## config.mk

```make
export PLATFORM = sky130hd
export DESIGN_NAME = text_to_integer_parser_flat
export DESIGN_NICKNAME = d
export VERILOG_FILES = /design/src/rtl/tip_pkg.sv /design/src/rtl/tip_in_if.sv /design/src/rtl/tip_out_if.sv /design/src/rtl/text_to_integer_parser.sv /design/src/rtl/tip_front.sv /design/src/rtl/tip_queue.sv /design/src/rtl/tip_back.sv /design/src/flat_wrapper.sv
export SDC_FILE = /design/constraint.sdc
export NUM_CORES = 1
export LEC_CHECK = 0
export ABC_AREA = 1
export BUFFER_PORTS_ARGS = -buffer_cell sky130_fd_sc_hd__clkbuf_2
export CAP_MARGIN = 5
export CORE_ASPECT_RATIO = 0.9
export CORE_MARGIN = 2
export CORE_UTILIZATION = 60
export DETAILED_ROUTE_END_ITERATION = 8
export PLACE_DENSITY = 0.79
export SKIP_CTS_REPAIR_TIMING = 1
export SLEW_MARGIN = 20
export SYNTH_ARGS = -nofsm -noshare
export SYNTH_HDL_FRONTEND = slang
export SYNTH_SLANG_ARGS = --single-unit
```

## constraint.sdc

```tcl
create_clock -name clk_i -period 11.8 [get_ports clk_i]
set_input_delay 1.18 -clock clk_i [delete_from_list [all_inputs] [get_ports clk_i]]
set_output_delay 1.18 -clock clk_i [all_outputs]
set_load 0.1 [all_outputs]
```

## src/rtl/tip_pkg.sv

```systemverilog
// shared types, constants and character helpers for the text-to-integer parser
`timescale 1ns / 1ps
`default_nettype none

package tip_pkg;

  localparam int unsigned CHAR_W          = 8;
  localparam int unsigned RADIX_W         = 6;
  localparam int unsigned DIGIT_W         = 6;
  localparam int unsigned ERR_W           = 2;
  localparam int unsigned CFG_IDX_W       = 1;
  localparam int unsigned CFG_DATA_W      = RADIX_W;
  localparam int unsigned DEF_VALUE_WIDTH = 32;
  localparam int unsigned DEF_MAX_LEN     = 1024;
  localparam int unsigned QUEUE_DEPTH     = 2;

  localparam logic [RADIX_W-1:0] RADIX_RESET = 6'd10;
  localparam logic [RADIX_W-1:0] RADIX_ONE   = 6'd1;
  localparam logic [RADIX_W-1:0] RADIX_MAX   = 6'd36;
  localparam logic [RADIX_W-1:0] RADIX_AUTO  = 6'd0;
  localparam logic [RADIX_W-1:0] BASE_MIN    = 6'd2;
  localparam logic [RADIX_W-1:0] BASE_OCT    = 6'd8;
  localparam logic [RADIX_W-1:0] BASE_DEC    = 6'd10;
  localparam logic [RADIX_W-1:0] BASE_HEX    = 6'd16;

  localparam logic [DIGIT_W-1:0] NO_DIGIT  = 6'd36;
  localparam logic [DIGIT_W-1:0] HEX_LIMIT = 6'd16;

  localparam logic [CHAR_W-1:0] CH_0      = 8'h30;
  localparam logic [CHAR_W-1:0] CH_9      = 8'h39;
  localparam logic [CHAR_W-1:0] CH_UA     = 8'h41;
  localparam logic [CHAR_W-1:0] CH_UZ     = 8'h5a;
  localparam logic [CHAR_W-1:0] CH_LA     = 8'h61;
  localparam logic [CHAR_W-1:0] CH_LZ     = 8'h7a;
  localparam logic [CHAR_W-1:0] CH_UA_OFS = CH_UA - 8'd10;
  localparam logic [CHAR_W-1:0] CH_LA_OFS = CH_LA - 8'd10;
  localparam logic [CHAR_W-1:0] CH_SPACE  = 8'h20;
  localparam logic [CHAR_W-1:0] CH_TAB    = 8'h09;
  localparam logic [CHAR_W-1:0] CH_CR     = 8'h0d;
  localparam logic [CHAR_W-1:0] CH_PLUS   = 8'h2b;
  localparam logic [CHAR_W-1:0] CH_MINUS  = 8'h2d;
  localparam logic [CHAR_W-1:0] CH_UX     = 8'h58;
  localparam logic [CHAR_W-1:0] CH_LX     = 8'h78;

  typedef enum logic [ERR_W-1:0] {
    ERR_OK    = 2'd0,
    ERR_BASE  = 2'd1,
    ERR_RANGE = 2'd2
  } err_e;

  typedef enum logic [CFG_IDX_W-1:0] {
    CFG_RADIX  = 1'b0,
    CFG_SIGNED = 1'b1
  } cfg_idx_e;

  // classified character as it travels from front to back
  typedef struct packed {
    logic               first;
    logic               is_space;
    logic               is_sign;
    logic               is_minus;
    logic               is_zero;
    logic               is_x;
    logic [DIGIT_W-1:0] digit;
  } token_t;

  function automatic logic [DIGIT_W-1:0] digit_of(input logic [CHAR_W-1:0] c);
    logic [DIGIT_W-1:0] d;
    d = NO_DIGIT;
    if (c >= CH_0 && c <= CH_9) begin
      d = DIGIT_W'(c - CH_0);
    end else if (c >= CH_UA && c <= CH_UZ) begin
      d = DIGIT_W'(c - CH_UA_OFS);
    end else if (c >= CH_LA && c <= CH_LZ) begin
      d = DIGIT_W'(c - CH_LA_OFS);
    end
    return d;
  endfunction

endpackage

`default_nettype wire

```

## src/rtl/tip_in_if.sv

```systemverilog
// character channel into the parser
`timescale 1ns / 1ps
`default_nettype none

interface tip_in_if;
  logic                       valid;
  logic                       ready;
  logic [tip_pkg::CHAR_W-1:0] char_code;
  logic                       first_char;

  modport source (output valid, output char_code, output first_char, input ready);
  modport sink   (input valid, input char_code, input first_char, output ready);
endinterface

`default_nettype wire

```

## src/rtl/tip_out_if.sv

```systemverilog
// result channel out of the parser
`timescale 1ns / 1ps
`default_nettype none

interface tip_out_if #(
  parameter int unsigned VALUE_WIDTH = tip_pkg::DEF_VALUE_WIDTH,
  parameter int unsigned CNT_W       = $clog2(tip_pkg::DEF_MAX_LEN + 1)
);
  logic                      valid;
  logic                      ready;
  logic [VALUE_WIDTH-1:0]    value_bits;
  logic [CNT_W-1:0]          chars_used;
  logic [tip_pkg::ERR_W-1:0] error_code;

  modport source (output valid, output value_bits, output chars_used, output error_code,
                  input ready);
  modport sink   (input valid, input value_bits, input chars_used, input error_code,
                  output ready);
endinterface

`default_nettype wire

```

## src/rtl/text_to_integer_parser.sv

```systemverilog
// Streaming text-to-integer parser, top level.
// Characters arrive on str_i one word per cycle while str_i.ready is high;
// first_char marks the start of a new number and drops any number still in
// progress without a result. Leading whitespace, an optional sign and a 0x
// or octal prefix are handled. Radix and signed_mode are to be set on the
// cfg write port only while the block is idle, which the block itself does
// not enforce (radix 0 detects the base). One result word leaves on res_o
// at the first character that ends the number, or right away for an invalid
// radix: value, consumed count, error. Throughput is one character per cycle
// while res_o is not stalled, set by the single multiply-add by the base in
// the back end. A character that ends a number passes through the queue and
// then the result register before its result shows on res_o.
// While res_o is stalled the back end holds, the two-entry queue fills and
// str_i.ready drops only once the queue is full.
// Reset clears the queue and the result slot and puts the parser idle, with
// radix 10 and signed mode on; characters without first_char are then ignored.
`timescale 1ns / 1ps
`default_nettype none

module text_to_integer_parser #(
  parameter int unsigned VALUE_WIDTH = tip_pkg::DEF_VALUE_WIDTH,
  parameter int unsigned MAX_LEN     = tip_pkg::DEF_MAX_LEN
) (
  input  logic                           clk_i,
  input  logic                           rst_ni,
  input  logic                           cfg_we_i,
  input  logic [tip_pkg::CFG_IDX_W-1:0]  cfg_idx_i,
  input  logic [tip_pkg::CFG_DATA_W-1:0] cfg_data_i,
  tip_in_if.sink                         str_i,
  tip_out_if.source                      res_o
);

  logic            push_valid, push_ready;
  tip_pkg::token_t push_data;
  logic            tok_valid, tok_ready;
  tip_pkg::token_t tok;

  tip_front u_front (
    .str_i        (str_i),
    .push_valid_o (push_valid),
    .push_ready_i (push_ready),
    .push_data_o  (push_data)
  );

  tip_queue #(
    .DEPTH (tip_pkg::QUEUE_DEPTH)
  ) u_queue (
    .clk_i        (clk_i),
    .rst_ni       (rst_ni),
    .push_valid_i (push_valid),
    .push_ready_o (push_ready),
    .push_data_i  (push_data),
    .pop_valid_o  (tok_valid),
    .pop_ready_i  (tok_ready),
    .pop_data_o   (tok)
  );

  tip_back #(
    .VALUE_WIDTH (VALUE_WIDTH),
    .MAX_LEN     (MAX_LEN)
  ) u_back (
    .clk_i       (clk_i),
    .rst_ni      (rst_ni),
    .cfg_we_i    (cfg_we_i),
    .cfg_idx_i   (cfg_idx_i),
    .cfg_data_i  (cfg_data_i),
    .tok_valid_i (tok_valid),
    .tok_ready_o (tok_ready),
    .tok_i       (tok),
    .res_o       (res_o)
  );

endmodule

`default_nettype wire

```

## src/rtl/tip_front.sv

```systemverilog
// front end: takes characters and classifies them into tokens
`timescale 1ns / 1ps
`default_nettype none

module tip_front (
  tip_in_if.sink            str_i,
  output logic              push_valid_o,
  input  logic              push_ready_i,
  output tip_pkg::token_t   push_data_o
);

  logic [tip_pkg::CHAR_W-1:0] c;

  assign c = str_i.char_code;

  assign str_i.ready  = push_ready_i;
  assign push_valid_o = str_i.valid;

  always_comb begin
    push_data_o.first    = str_i.first_char;
    push_data_o.is_space = (c == tip_pkg::CH_SPACE) ||
                           (c inside {[tip_pkg::CH_TAB:tip_pkg::CH_CR]});
    push_data_o.is_sign  = (c == tip_pkg::CH_PLUS) || (c == tip_pkg::CH_MINUS);
    push_data_o.is_minus = (c == tip_pkg::CH_MINUS);
    push_data_o.is_zero  = (c == tip_pkg::CH_0);
    push_data_o.is_x     = (c == tip_pkg::CH_UX) || (c == tip_pkg::CH_LX);
    push_data_o.digit    = tip_pkg::digit_of(c);
  end

endmodule

`default_nettype wire

```

## src/rtl/tip_queue.sv

```systemverilog
// short token queue between front and back
`timescale 1ns / 1ps
`default_nettype none

module tip_queue #(
  parameter int unsigned DEPTH = tip_pkg::QUEUE_DEPTH
) (
  input  logic            clk_i,
  input  logic            rst_ni,
  input  logic            push_valid_i,
  output logic            push_ready_o,
  input  tip_pkg::token_t push_data_i,
  output logic            pop_valid_o,
  input  logic            pop_ready_i,
  output tip_pkg::token_t pop_data_o
);

  localparam int unsigned PTR_W = (DEPTH > 1) ? $clog2(DEPTH) : 1;
  localparam int unsigned FILL_W = $clog2(DEPTH + 1);

  tip_pkg::token_t   mem_q [DEPTH];
  logic [PTR_W-1:0]  wr_ptr_q, wr_ptr_d;
  logic [PTR_W-1:0]  rd_ptr_q, rd_ptr_d;
  logic [FILL_W-1:0] fill_q, fill_d;
  logic              push, pop;

  assign push_ready_o = (fill_q != FILL_W'(DEPTH));
  assign pop_valid_o  = (fill_q != '0);
  assign pop_data_o   = mem_q[rd_ptr_q];

  assign push = push_valid_i && push_ready_o;
  assign pop  = pop_valid_o && pop_ready_i;

  always_comb begin
    wr_ptr_d = wr_ptr_q;
    rd_ptr_d = rd_ptr_q;
    fill_d   = fill_q;
    if (push) begin
      wr_ptr_d = (wr_ptr_q == PTR_W'(DEPTH - 1)) ? '0 : wr_ptr_q + 1'b1;
    end
    if (pop) begin
      rd_ptr_d = (rd_ptr_q == PTR_W'(DEPTH - 1)) ? '0 : rd_ptr_q + 1'b1;
    end
    if (push && !pop) begin
      fill_d = fill_q + 1'b1;
    end else if (pop && !push) begin
      fill_d = fill_q - 1'b1;
    end
  end

  always_ff @(posedge clk_i or negedge rst_ni) begin
    if (!rst_ni) begin
      wr_ptr_q <= '0;
      rd_ptr_q <= '0;
      fill_q   <= '0;
    end else begin
      wr_ptr_q <= wr_ptr_d;
      rd_ptr_q <= rd_ptr_d;
      fill_q   <= fill_d;
    end
  end

  always_ff @(posedge clk_i) begin
    if (push) begin
      mem_q[wr_ptr_q] <= push_data_i;
    end
  end

endmodule

`default_nettype wire

```

## src/rtl/tip_back.sv

```systemverilog
// back end: number state machine, digit accumulate, saturation and result register
`timescale 1ns / 1ps
`default_nettype none

module tip_back #(
  parameter int unsigned VALUE_WIDTH = tip_pkg::DEF_VALUE_WIDTH,
  parameter int unsigned MAX_LEN     = tip_pkg::DEF_MAX_LEN
) (
  input  logic                           clk_i,
  input  logic                           rst_ni,
  input  logic                           cfg_we_i,
  input  logic [tip_pkg::CFG_IDX_W-1:0]  cfg_idx_i,
  input  logic [tip_pkg::CFG_DATA_W-1:0] cfg_data_i,
  input  logic                           tok_valid_i,
  output logic                           tok_ready_o,
  input  tip_pkg::token_t                tok_i,
  tip_out_if.source                      res_o
);

  localparam int unsigned CNT_W  = $clog2(MAX_LEN + 1);
  localparam int unsigned PROD_W = VALUE_WIDTH + tip_pkg::RADIX_W;
  localparam logic [VALUE_WIDTH-1:0] SMAX = {1'b0, {(VALUE_WIDTH - 1){1'b1}}};
  localparam logic [VALUE_WIDTH-1:0] SMIN = {1'b1, {(VALUE_WIDTH - 1){1'b0}}};

  typedef enum logic [5:0] {
    PH_IDLE   = 6'b000001,
    PH_SPACE  = 6'b000010,
    PH_SIGNED = 6'b000100,
    PH_ZERO   = 6'b001000,
    PH_ZEROX  = 6'b010000,
    PH_DIGITS = 6'b100000
  } phase_e;

  logic [tip_pkg::RADIX_W-1:0] radix_q;
  logic                        signed_q;

  phase_e                      phase_q, phase_d;
  logic [VALUE_WIDTH-1:0]      acc_q, acc_d;
  logic                        neg_q, neg_d;
  logic                        ovf_q, ovf_d;
  logic                        seen_q, seen_d;
  logic [tip_pkg::RADIX_W-1:0] base_q, base_d;
  logic [CNT_W-1:0]            cnt_q, cnt_d;

  logic                        try_take, take_ok, fin, base_err, done;
  logic [PROD_W-1:0]           prod;
  logic                        pop, emit;

  logic [VALUE_WIDTH-1:0]      fin_value;
  tip_pkg::err_e               fin_err;

  logic                        res_valid_q;
  logic [VALUE_WIDTH-1:0]      res_value_q;
  logic [CNT_W-1:0]            res_cnt_q;
  tip_pkg::err_e               res_err_q;

  function automatic logic [CNT_W-1:0] bump(input logic [CNT_W-1:0] n);
    return (n < CNT_W'(MAX_LEN)) ? n + 1'b1 : n;
  endfunction

  // config registers; the user must write them only while idle, the block does not enforce it
  always_ff @(posedge clk_i or negedge rst_ni) begin
    if (!rst_ni) begin
      radix_q  <= tip_pkg::RADIX_RESET;
      signed_q <= 1'b1;
    end else if (cfg_we_i) begin
      case (tip_pkg::cfg_idx_e'(cfg_idx_i))
        tip_pkg::CFG_RADIX:  radix_q  <= cfg_data_i[tip_pkg::RADIX_W-1:0];
        tip_pkg::CFG_SIGNED: signed_q <= cfg_data_i[0];
        default: ;
      endcase
    end
  end

  // pop a token whenever the result slot is free or being drained
  assign tok_ready_o = !res_valid_q || res_o.ready;
  assign pop         = tok_valid_i && tok_ready_o;

  always_comb begin
    phase_d  = phase_q;
    acc_d    = acc_q;
    neg_d    = neg_q;
    ovf_d    = ovf_q;
    seen_d   = seen_q;
    base_d   = base_q;
    cnt_d    = cnt_q;
    try_take = 1'b0;
    take_ok  = 1'b0;
    fin      = 1'b0;
    base_err = 1'b0;
    done     = 1'b0;
    prod     = '0;

    if (tok_i.first) begin
      phase_d = PH_SPACE;
      acc_d   = '0;
      neg_d   = 1'b0;
      ovf_d   = 1'b0;
      seen_d  = 1'b0;
      cnt_d   = '0;
      base_d  = radix_q;
      if (radix_q == tip_pkg::RADIX_ONE || radix_q > tip_pkg::RADIX_MAX) begin
        base_err = 1'b1;
        phase_d  = PH_IDLE;
        done     = 1'b1;
      end
    end else if (phase_q == PH_IDLE) begin
      done = 1'b1;
    end

    if (!done && phase_d == PH_SPACE) begin
      if (tok_i.is_space) begin
        cnt_d = bump(cnt_d);
        done  = 1'b1;
      end else begin
        phase_d = PH_SIGNED;
        if (tok_i.is_sign) begin
          neg_d = tok_i.is_minus;
          cnt_d = bump(cnt_d);
          done  = 1'b1;
        end
      end
    end

    if (!done && phase_d == PH_SIGNED) begin
      if (tok_i.is_zero) begin
        cnt_d   = bump(cnt_d);
        seen_d  = 1'b1;
        phase_d = (base_d == tip_pkg::RADIX_AUTO || base_d == tip_pkg::BASE_HEX) ?
                  PH_ZERO : PH_DIGITS;
      end else begin
        if (base_d == tip_pkg::RADIX_AUTO) begin
          base_d = tip_pkg::BASE_DEC;
        end
        try_take = 1'b1;
      end
      done = 1'b1;
    end

    if (!done && phase_d == PH_ZERO) begin
      if (tok_i.is_x) begin
        phase_d = PH_ZEROX;
        done    = 1'b1;
      end else begin
        if (base_d == tip_pkg::RADIX_AUTO) begin
          base_d = tip_pkg::BASE_OCT;
        end
        phase_d = PH_DIGITS;
      end
    end

    if (!done && phase_d == PH_ZEROX) begin
      base_d = tip_pkg::BASE_HEX;
      if (tok_i.digit < tip_pkg::HEX_LIMIT) begin
        // the x of the prefix counts once a hex digit follows
        cnt_d    = bump(cnt_d);
        try_take = 1'b1;
      end else begin
        fin = 1'b1;
      end
      done = 1'b1;
    end

    if (!done && phase_d == PH_DIGITS) begin
      try_take = 1'b1;
    end

    if (try_take) begin
      take_ok = (base_d >= tip_pkg::BASE_MIN) && (tok_i.digit < base_d);
      if (take_ok) begin
        prod = PROD_W'(acc_d) * PROD_W'(base_d) + PROD_W'(tok_i.digit);
        if (!ovf_d) begin
          if (|prod[PROD_W-1:VALUE_WIDTH]) begin
            ovf_d = 1'b1;
            acc_d = '1;
          end else begin
            acc_d = prod[VALUE_WIDTH-1:0];
          end
        end
        cnt_d   = bump(cnt_d);
        seen_d  = 1'b1;
        phase_d = PH_DIGITS;
      end else begin
        fin = 1'b1;
      end
    end

    if (fin) begin
      phase_d = PH_IDLE;
    end
  end

  // saturation and sign, from the state as the number ends
  always_comb begin
    fin_err   = tip_pkg::ERR_OK;
    fin_value = neg_d ? (~acc_d + 1'b1) : acc_d;
    if (ovf_d) begin
      fin_err = tip_pkg::ERR_RANGE;
      if (!signed_q) begin
        fin_value = '1;
      end else begin
        fin_value = neg_d ? SMIN : SMAX;
      end
    end else if (signed_q && neg_d && acc_d[VALUE_WIDTH-1] &&
                 (|acc_d[VALUE_WIDTH-2:0])) begin
      fin_err   = tip_pkg::ERR_RANGE;
      fin_value = SMIN;
    end else if (signed_q && !neg_d && acc_d[VALUE_WIDTH-1]) begin
      fin_err   = tip_pkg::ERR_RANGE;
      fin_value = SMAX;
    end
  end

  assign emit = pop && (fin || base_err);

  always_ff @(posedge clk_i or negedge rst_ni) begin
    if (!rst_ni) begin
      phase_q <= PH_IDLE;
      acc_q   <= '0;
      neg_q   <= 1'b0;
      ovf_q   <= 1'b0;
      seen_q  <= 1'b0;
      base_q  <= tip_pkg::BASE_DEC;
      cnt_q   <= '0;
    end else if (pop) begin
      phase_q <= phase_d;
      acc_q   <= acc_d;
      neg_q   <= neg_d;
      ovf_q   <= ovf_d;
      seen_q  <= seen_d;
      base_q  <= base_d;
      cnt_q   <= cnt_d;
    end
  end

  always_ff @(posedge clk_i or negedge rst_ni) begin
    if (!rst_ni) begin
      res_valid_q <= 1'b0;
    end else if (emit) begin
      res_valid_q <= 1'b1;
    end else if (res_o.ready) begin
      res_valid_q <= 1'b0;
    end
  end

  always_ff @(posedge clk_i) begin
    if (emit) begin
      if (base_err) begin
        res_value_q <= '0;
        res_cnt_q   <= '0;
        res_err_q   <= tip_pkg::ERR_BASE;
      end else begin
        res_value_q <= fin_value;
        res_cnt_q   <= seen_d ? cnt_d : '0;
        res_err_q   <= fin_err;
      end
    end
  end

  assign res_o.valid      = res_valid_q;
  assign res_o.value_bits = res_value_q;
  assign res_o.chars_used = res_cnt_q;
  assign res_o.error_code = res_err_q;

endmodule

`default_nettype wire

```

## src/flat_wrapper.sv

```systemverilog
// flat-port wrapper written by rule: the top's interface ports become plain ports
module text_to_integer_parser_flat 
#(
  parameter int unsigned VALUE_WIDTH = tip_pkg::DEF_VALUE_WIDTH,
  parameter int unsigned MAX_LEN     = tip_pkg::DEF_MAX_LEN
)
  (clk_i, rst_ni, cfg_we_i, cfg_idx_i, cfg_data_i, str_i_valid, str_i_char_code, str_i_first_char, str_i_ready, res_o_valid, res_o_value_bits, res_o_chars_used, res_o_error_code, res_o_ready);
  tip_in_if str_i_i ();
  tip_out_if #(.VALUE_WIDTH(VALUE_WIDTH)) res_o_i ();
  input  logic clk_i;
  input  logic rst_ni;
  input  logic cfg_we_i;
  input  logic [tip_pkg::CFG_IDX_W-1:0] cfg_idx_i;
  input  logic [tip_pkg::CFG_DATA_W-1:0] cfg_data_i;
  input wire logic [$bits(str_i_i.valid)-1:0] str_i_valid;
  input wire logic [$bits(str_i_i.char_code)-1:0] str_i_char_code;
  input wire logic [$bits(str_i_i.first_char)-1:0] str_i_first_char;
  output wire logic [$bits(str_i_i.ready)-1:0] str_i_ready;
  output wire logic [$bits(res_o_i.valid)-1:0] res_o_valid;
  output wire logic [$bits(res_o_i.value_bits)-1:0] res_o_value_bits;
  output wire logic [$bits(res_o_i.chars_used)-1:0] res_o_chars_used;
  output wire logic [$bits(res_o_i.error_code)-1:0] res_o_error_code;
  input wire logic [$bits(res_o_i.ready)-1:0] res_o_ready;
  assign str_i_i.valid = str_i_valid;
  assign str_i_i.char_code = str_i_char_code;
  assign str_i_i.first_char = str_i_first_char;
  assign str_i_ready = str_i_i.ready;
  assign res_o_valid = res_o_i.valid;
  assign res_o_value_bits = res_o_i.value_bits;
  assign res_o_chars_used = res_o_i.chars_used;
  assign res_o_error_code = res_o_i.error_code;
  assign res_o_i.ready = res_o_ready;
  text_to_integer_parser #(.VALUE_WIDTH(VALUE_WIDTH), .MAX_LEN(MAX_LEN)) u_core (.clk_i(clk_i), .rst_ni(rst_ni), .cfg_we_i(cfg_we_i), .cfg_idx_i(cfg_idx_i), .cfg_data_i(cfg_data_i), .str_i(str_i_i), .res_o(res_o_i));
endmodule
```

==> impl_metrics.toml, run 1 <==
[sta]
finalCritPeriodShare_pct = 92.4
finalSetupViolations = 0
hold_viol = 0
maxSlewHeadroom_pct = 30.8
fin_setup_tns_ns = 0
tightest_slew_ns = 1.03
whs_ns = 0.492
rsz0062_at_grt = "no"
max_freq_mhz = 91.7
skew_ns = 0.0143
timing.final.crit_period_ns = 10.90
drv_slew = 0

[floorplan]
initial_core_util_pct = 61.4
num_rows = 55
core_um2 = 25300
die_area_um2 = 27200
die_w_um = 174
die_h_um = 157
io_pins = 68

[worst_setup_path]
critPathRequiredTime_ns = 11.96
critPathArrivalTime_ns = 11.06
critPathKind = "flop to flop"
crit_fanout = 31
start_kind = "flop"
r2r_setup_slack_ns = 0.90
crit_top_cell = "nand2_1"
cp-end-kind = "flop"
crit_slowest_cell = "dfrtp_1"
slowest_delay_ns = 0.61

[route]
dr.pass1.iters = 6
vias = 14500
drtIter0Drc = 1286
via_per_inst = 5.81
detail-route-antenna-nets = 0
wirelength_um = 42800
detail_route.wl_per_cell_um = 17.2
drc = 0

[place]
dp.final_hpwl_um = 32900
numPortBuffers = 67
gp_congestion = 0.986

[synth]
synth.top_cell.area_share_pct = 16.0
synth_area_per_cell_um2 = 7.40
synth_compound_area_share_pct = 10.1
synth_top_family_by_area = "simple AND/OR/NAND/NOR gates"
yosys_warnings = 0
synth-simple-area-share_pct = 29.2
synth_edf_count = 69
synth-seq-area-share_pct = 24.7
ys_ff_latch = 139
yosysTopAreaCell = "fa_1"
syn_area_um2 = 15500
synth_adder_area_share_pct = 24.3
async_reset_ff_share_pct = 50.4
ys.flop_type = "edfxtp_1"
syn_nets = 2349
synth_xor_area_share_pct = 4.23
synthTopCellsByArea = "fa_1, edfxtp_1, nand2_1"
syn_inst = 2101
synthDistinctLibCells = 55
synth_common_cells = "nand2_1, nor2_1, inv_1"
synthMuxAreaShare_pct = 0.201
synth_most_common_cell = "nand2_1"

[layout]
area_delta_synth_final_pct = 7.83
regArea_um2 = 3830
nets = 2384
antenna_cells = 0
n_fill_cell = 2282
multi_input_area_um2 = 10600
drive_above_1_share_pct = 8.38

[grt]
antenna_found_initial = 0
grt_pass1_wl_um = 70300
grt_pass1_vias = 14000
track_usage_pct = 32.3
grt_max_degree = 113
grt_overflow_total = 0

[cts]
cts_max_path_buffers = 2
cts.sinks = 139
cts-root-buf = "clkbuf_16"
cts_made_buffers = 17
cts_tree = "done"
clkTransAtPathRegs_ns = 0.07
htree_levels = 4
insertion_delay_ns = 0.44

[hold_path]
hold_class = "flop to flop"

[run]
maxCapViolations = 0

[status]
outcome = "completed"
layout by cell type (no fill, tap or decap), types with 45 or more instances in the layout:
cell | netlist | routed
a21oi_1 | 81 | 81
xor2_1 | 45 | 45
fa_1 | 124 | 124
nand3_1 | 85 | 85
ha_1 | 103 | 103
nand4_1 | 50 | 50
o21ai_0 | 144 | 143
clkbuf_2 | 0 | 66
nor2_1 | 359 | 356
dfrtp_1 | 64 | 64
inv_1 | 207 | 204
edfxtp_1 | 69 | 69
nand2_1 | 510 | 510
metal layers:
| metal | up-vias | global-route usage [%] | part of all wire (%) |
|---|---|---|---|
| li1 | 6892 | - | - |
| met3 | 61 | 7.31 | 10 |
| met1 | 6856 | 43.8 | 42 |
| met4 | 0 | 7.56 | 1.6 |
| met2 | 672 | 53.3 | 46 |
| met5 | - | 0 | 0 |
worst paths after layout:
kind                                          from                            endpoint  depth (start not counted)
min in group asynchronous                   rst_ni             u_core.u_queue.wr_ptr_q                          2
setup / recovery           u_core.u_queue.rd_ptr_q  u_core.u_back.res_o.value_bits[24]                         51
hold reg to reg            u_core.u_back.base_q[4]             u_core.u_back.base_q[4]                          2
setup reg to reg           u_core.u_queue.rd_ptr_q  u_core.u_back.res_o.value_bits[24]                         51
hold / removal             u_core.u_back.base_q[4]             u_core.u_back.base_q[4]                          2
max in group asynchronous                   rst_ni             u_core.u_back.acc_q[23]                          2
registers in the layout (all words and copies together), names as in the netlist, 2 cells and up:
name and count:
u_core.u_queue.mem_q 24, u_core.u_back.acc_q 32, u_core.u_back.phase_q 6, u_core.u_back.res_o.chars_used 11
u_core.u_back.base_q 6, u_core.u_back.res_o.error_code 2, u_core.u_queue.fill_q 2, u_core.u_back.res_o.value_bits 32
u_core.u_back.radix_q 6, u_core.u_back.cnt_q 11
per-stage QoR:
step	cells	utilization (%)	setup slack [ns]	instance area, um2
after detailed placement	2453	63.5	0.765	16100
after global placement	2453	63.5	1.08	16100
after CTS	2485	65.9	0.706	16700
final	2491	66.2	0.901	16800
after global routing	2491	66.2	0.0833	16800
after floorplan	2101	-	3.46	15500
layout make-up:
| cell class | count | area share, % |
|---|---|---|
| Timing Repair inverter | 1 | 0.0448 |
| Clock buffer | 18 | 2.69 |
| Sequential cell | 139 | 22.9 |
| Inverter | 217 | 4.90 |
| Tap cell | 342 | 2.55 |
| Clock inverter | 14 | 0.889 |
| Timing Repair Buffer | 83 | 2.79 |
| Multi-Input combinational cell | 1677 | 63.3 |
logic make-up (layout without fill, tap and decap cells):
| group | after synthesis | in the layout |
|---|---|---|
| adders and majority gates | 227 | 227 |
| buffers and inverters | 285 | 333 |
| DFF | 139 | 139 |
| and+or+nand+nor | 1079 | 1079 |
| AOI/OAI and AO/OA | 293 | 293 |
| xor gates and xnor gates | 75 | 75 |
| muxes | 3 | 3 |
critical path: cells and delay by family (launching register included):
family | cells | cell delay (ns)
buffers and inverters | 8 | 1.34
AOI/OAI and AO/OA | 7 | 1.80
and+or+nand+nor | 30 | 4.22
adders and majority gates | 6 | 2.65
DFF | 1 | 0.61
Power of run 1 is not shown: default switching activity piles up to over one toggle a cycle in this logic, so the estimate is an artifact.
==> inputs of run 2 (changes only) <==
- ABC_AREA: 1 -> unset
==> impl_metrics.toml, run 2 <==
[status]
outcome = "completed"

[worst_setup_path]
startpoint = "u_core.u_queue.rd_ptr_q"
crit_fanout = 84
critPathRequiredTime_ns = 11.97
critPathKind = "flop to flop"
r2r_start = "u_core.u_queue.rd_ptr_q"
start_kind = "flop"
cp-endpoint = "u_core.u_back.res_o.error_code[1]"
r2r-end = "u_core.u_back.res_o.error_code[1]"
ff2ff_path_depth = 27
critPathArrivalTime_ns = 10.95
cp-end-kind = "flop"
r2r_setup_slack_ns = 1.02

[route]
drtIter0Drc = 1826
vias = 14200
via_per_inst = 6.66
dr.pass1.iters = 5
wirelength_um = 44100
drc = 0
detail_route.wl_per_cell_um = 20.6
detail-route-antenna-nets = 0

[layout]
final_util_pct = 65.2
area_delta_synth_final_pct = 7.61
antenna_cells = 0
final_area_um2 = 16900
final_cell_mix = "nor2_1, nand2_1, fa_1"
layout_commonest_cell = "nor2_1"
layout.cells.non_filler = 2137
nets = 2024
drive_above_1_share_pct = 13.0

[grt]
grt_pass1_vias = 13600
grt_max_degree = 85
grt_overflow_total = 0
track_usage_pct = 32.6
antenna_found_initial = 0
grt_pass1_wl_um = 71100

[synth]
synth_adder_area_share_pct = 24.1
synth_most_common_cell = "nor2_1"
synth_compound_area_share_pct = 19.6
ys.flop_type = "edfxtp_1"
yosys_warnings = 0
synthDistinctLibCells = 113
synth.top_cell.area_share_pct = 15.8
synth_edf_count = 69
synthMuxAreaShare_pct = 2.16
synth_area_per_cell_um2 = 8.94
syn_area_um2 = 15700
yosysTopAreaCell = "fa_1"
synthTopCellsByArea = "fa_1, edfxtp_1, dfrtp_1"
synth-simple-area-share_pct = 21.1
async_reset_ff_share_pct = 50.4
syn_inst = 1753
ys_ff_latch = 139
syn_nets = 2001
synth_xor_area_share_pct = 4.46
synth_top_family_by_area = "adder cells"
synth-seq-area-share_pct = 24.5
synth_common_cells = "nor2_1, nand2_1, fa_1"

[power_and_ir_drop]
peakVddDrop_v = 0.000116
leakage_uw = 0.00762
cellPowerDensity_nw_per_um2 = 242

[cts]
cts_made_buffers = 17
clkTransAtPathRegs_ns = 0.07
cts.sinks = 139
cts-root-buf = "clkbuf_16"
cts_tree = "done"
cts_max_path_buffers = 2
insertion_delay_ns = 0.44
htree_levels = 4

[place]
dp.cells = 2102
gp_congestion = 1.02
numPortBuffers = 67
dp.final_hpwl_um = 32700
dpl_cell_area_um2 = 16200
post-place-ws_ns = 0.980

[floorplan]
die_h_um = 157
num_rows = 56
io_pins = 68
die_area_um2 = 27400
initial_core_util_pct = 60.6
die_w_um = 174
core_um2 = 25900

[sta]
finalCritPeriodShare_pct = 91.4
finalSetupViolations = 0
drv_slew = 0
tightest_slew_ns = 1.01
skew_ns = 0.0140
max_freq_mhz = 92.7
setup_ws_ns = 1.02
timing.final.crit_period_ns = 10.78
fin_setup_tns_ns = 0
rsz0062_at_grt = "no"
hold_viol = 0
maxSlewHeadroom_pct = 32.3

[hold_path]
hold_depth = 2
hold_class = "flop to flop"

[run]
maxCapViolations = 0
run 2: cell types whose count changed in the layout (fill, tap and decap cells not counted), moves of 14 or more:
cell,previous run,this run
nand2_1,510,206
mux2_2,1,19
nand3_1,85,43
nor2_1,356,254
o21a_1,5,22
and3_1,1,26
a31oi_1,8,22
o21ai_0,143,104
nand4_1,50,22
and2_1,1,19
inv_1,204,60
run 2: per-layer routing:
| layer | routed length (um) | GRT usage [%] | share of wire, % |
|---|---|---|---|
| met3 | 4410 | 6.64 | 10 |
| met4 | 1680 | 12.5 | 3.8 |
| met2 | 19900 | 51.5 | 45 |
| met1 | 18100 | 44.6 | 41 |
| met5 | 0 | 0 | 0 |
run 2: how the worst min path moves through the flow:
stage | endpoint | start | slack (ns)
floorplan | u_core.u_back.acc_q[17] | u_core.u_back.acc_q[17] | 0.45
global placement | u_core.u_back.acc_q[17] | u_core.u_back.acc_q[17] | 0.47
detailed placement | u_core.u_back.seen_q | u_core.u_back.seen_q | 0.48
CTS | u_core.u_back.seen_q | u_core.u_back.seen_q | 0.50
global route | u_core.u_queue.fill_q[1] | u_core.u_queue.fill_q[1] | 0.53
finish | u_core.u_back.seen_q | u_core.u_back.seen_q | 0.50
run 2: through the flow:
step	power [uW]	hold WS (ns)
final	4080	0.501
after floorplan	2840	0.450
after detailed placement	3420	0.478
after global placement	3350	0.468
after global routing	4300	0.526
after CTS	4010	0.499
run 2: critical path, stage by stage (launching register included):
cell        delay [ns]
dfrtp_1           0.58
mux2i_4           0.36
buf_4             0.78
nand2_1           0.12
o21ai_1           0.73
clkinvlp_4        0.63
nor2_1            0.31
fa_1              0.47
fa_1              0.52
fa_1              0.49
ha_1              0.31
ha_1              0.41
a21oi_1           0.24
o21ai_1           0.18
a221oi_2          0.31
nand2_1           0.20
or2_1             0.35
a2111oi_2         0.35
nand3_1           0.20
nor2_1            0.62
nand2_1           0.12
o221ai_1          0.29
ha_1              0.28
o2111ai_2         0.25
nor3_2            0.60
a41o_1            0.29
o21ai_2           0.21
o21bai_1          0.27
run 2: kinds of logic after synthesis:
| family | after synthesis |
|---|---|
| compound gates | 436 |
| xor+xnor | 78 |
| fa+ha+maj | 227 |
| buf+inv | 150 |
| flops | 139 |
| mux | 30 |
| simple gates | 693 |
run 2: cell type report:
class                           count  area, um2
Timing Repair Buffer               90        508
Clock inverter                     15        194
Inverter                           63        240
Sequential cell                   139       3830
Timing Repair inverter              1       5.00
Multi-Input combinational cell   1464      11200
Tap cell                          348        435
Fill cell                        2079       9000
Clock buffer                       17        425
run 2: power breakdown:
part / internal (uW) / total, uW / leakage [uW] / switching, uW
clock network: 324 / 574 / 0.000306 / 249
registers: 711 / 841 / 0.00157 / 130
logic: 746 / 2670 / 0.00575 / 1920
total: 1780 / 4080 / 0.00762 / 2300
No activity file was read; power rests on OpenSTA's default activity.
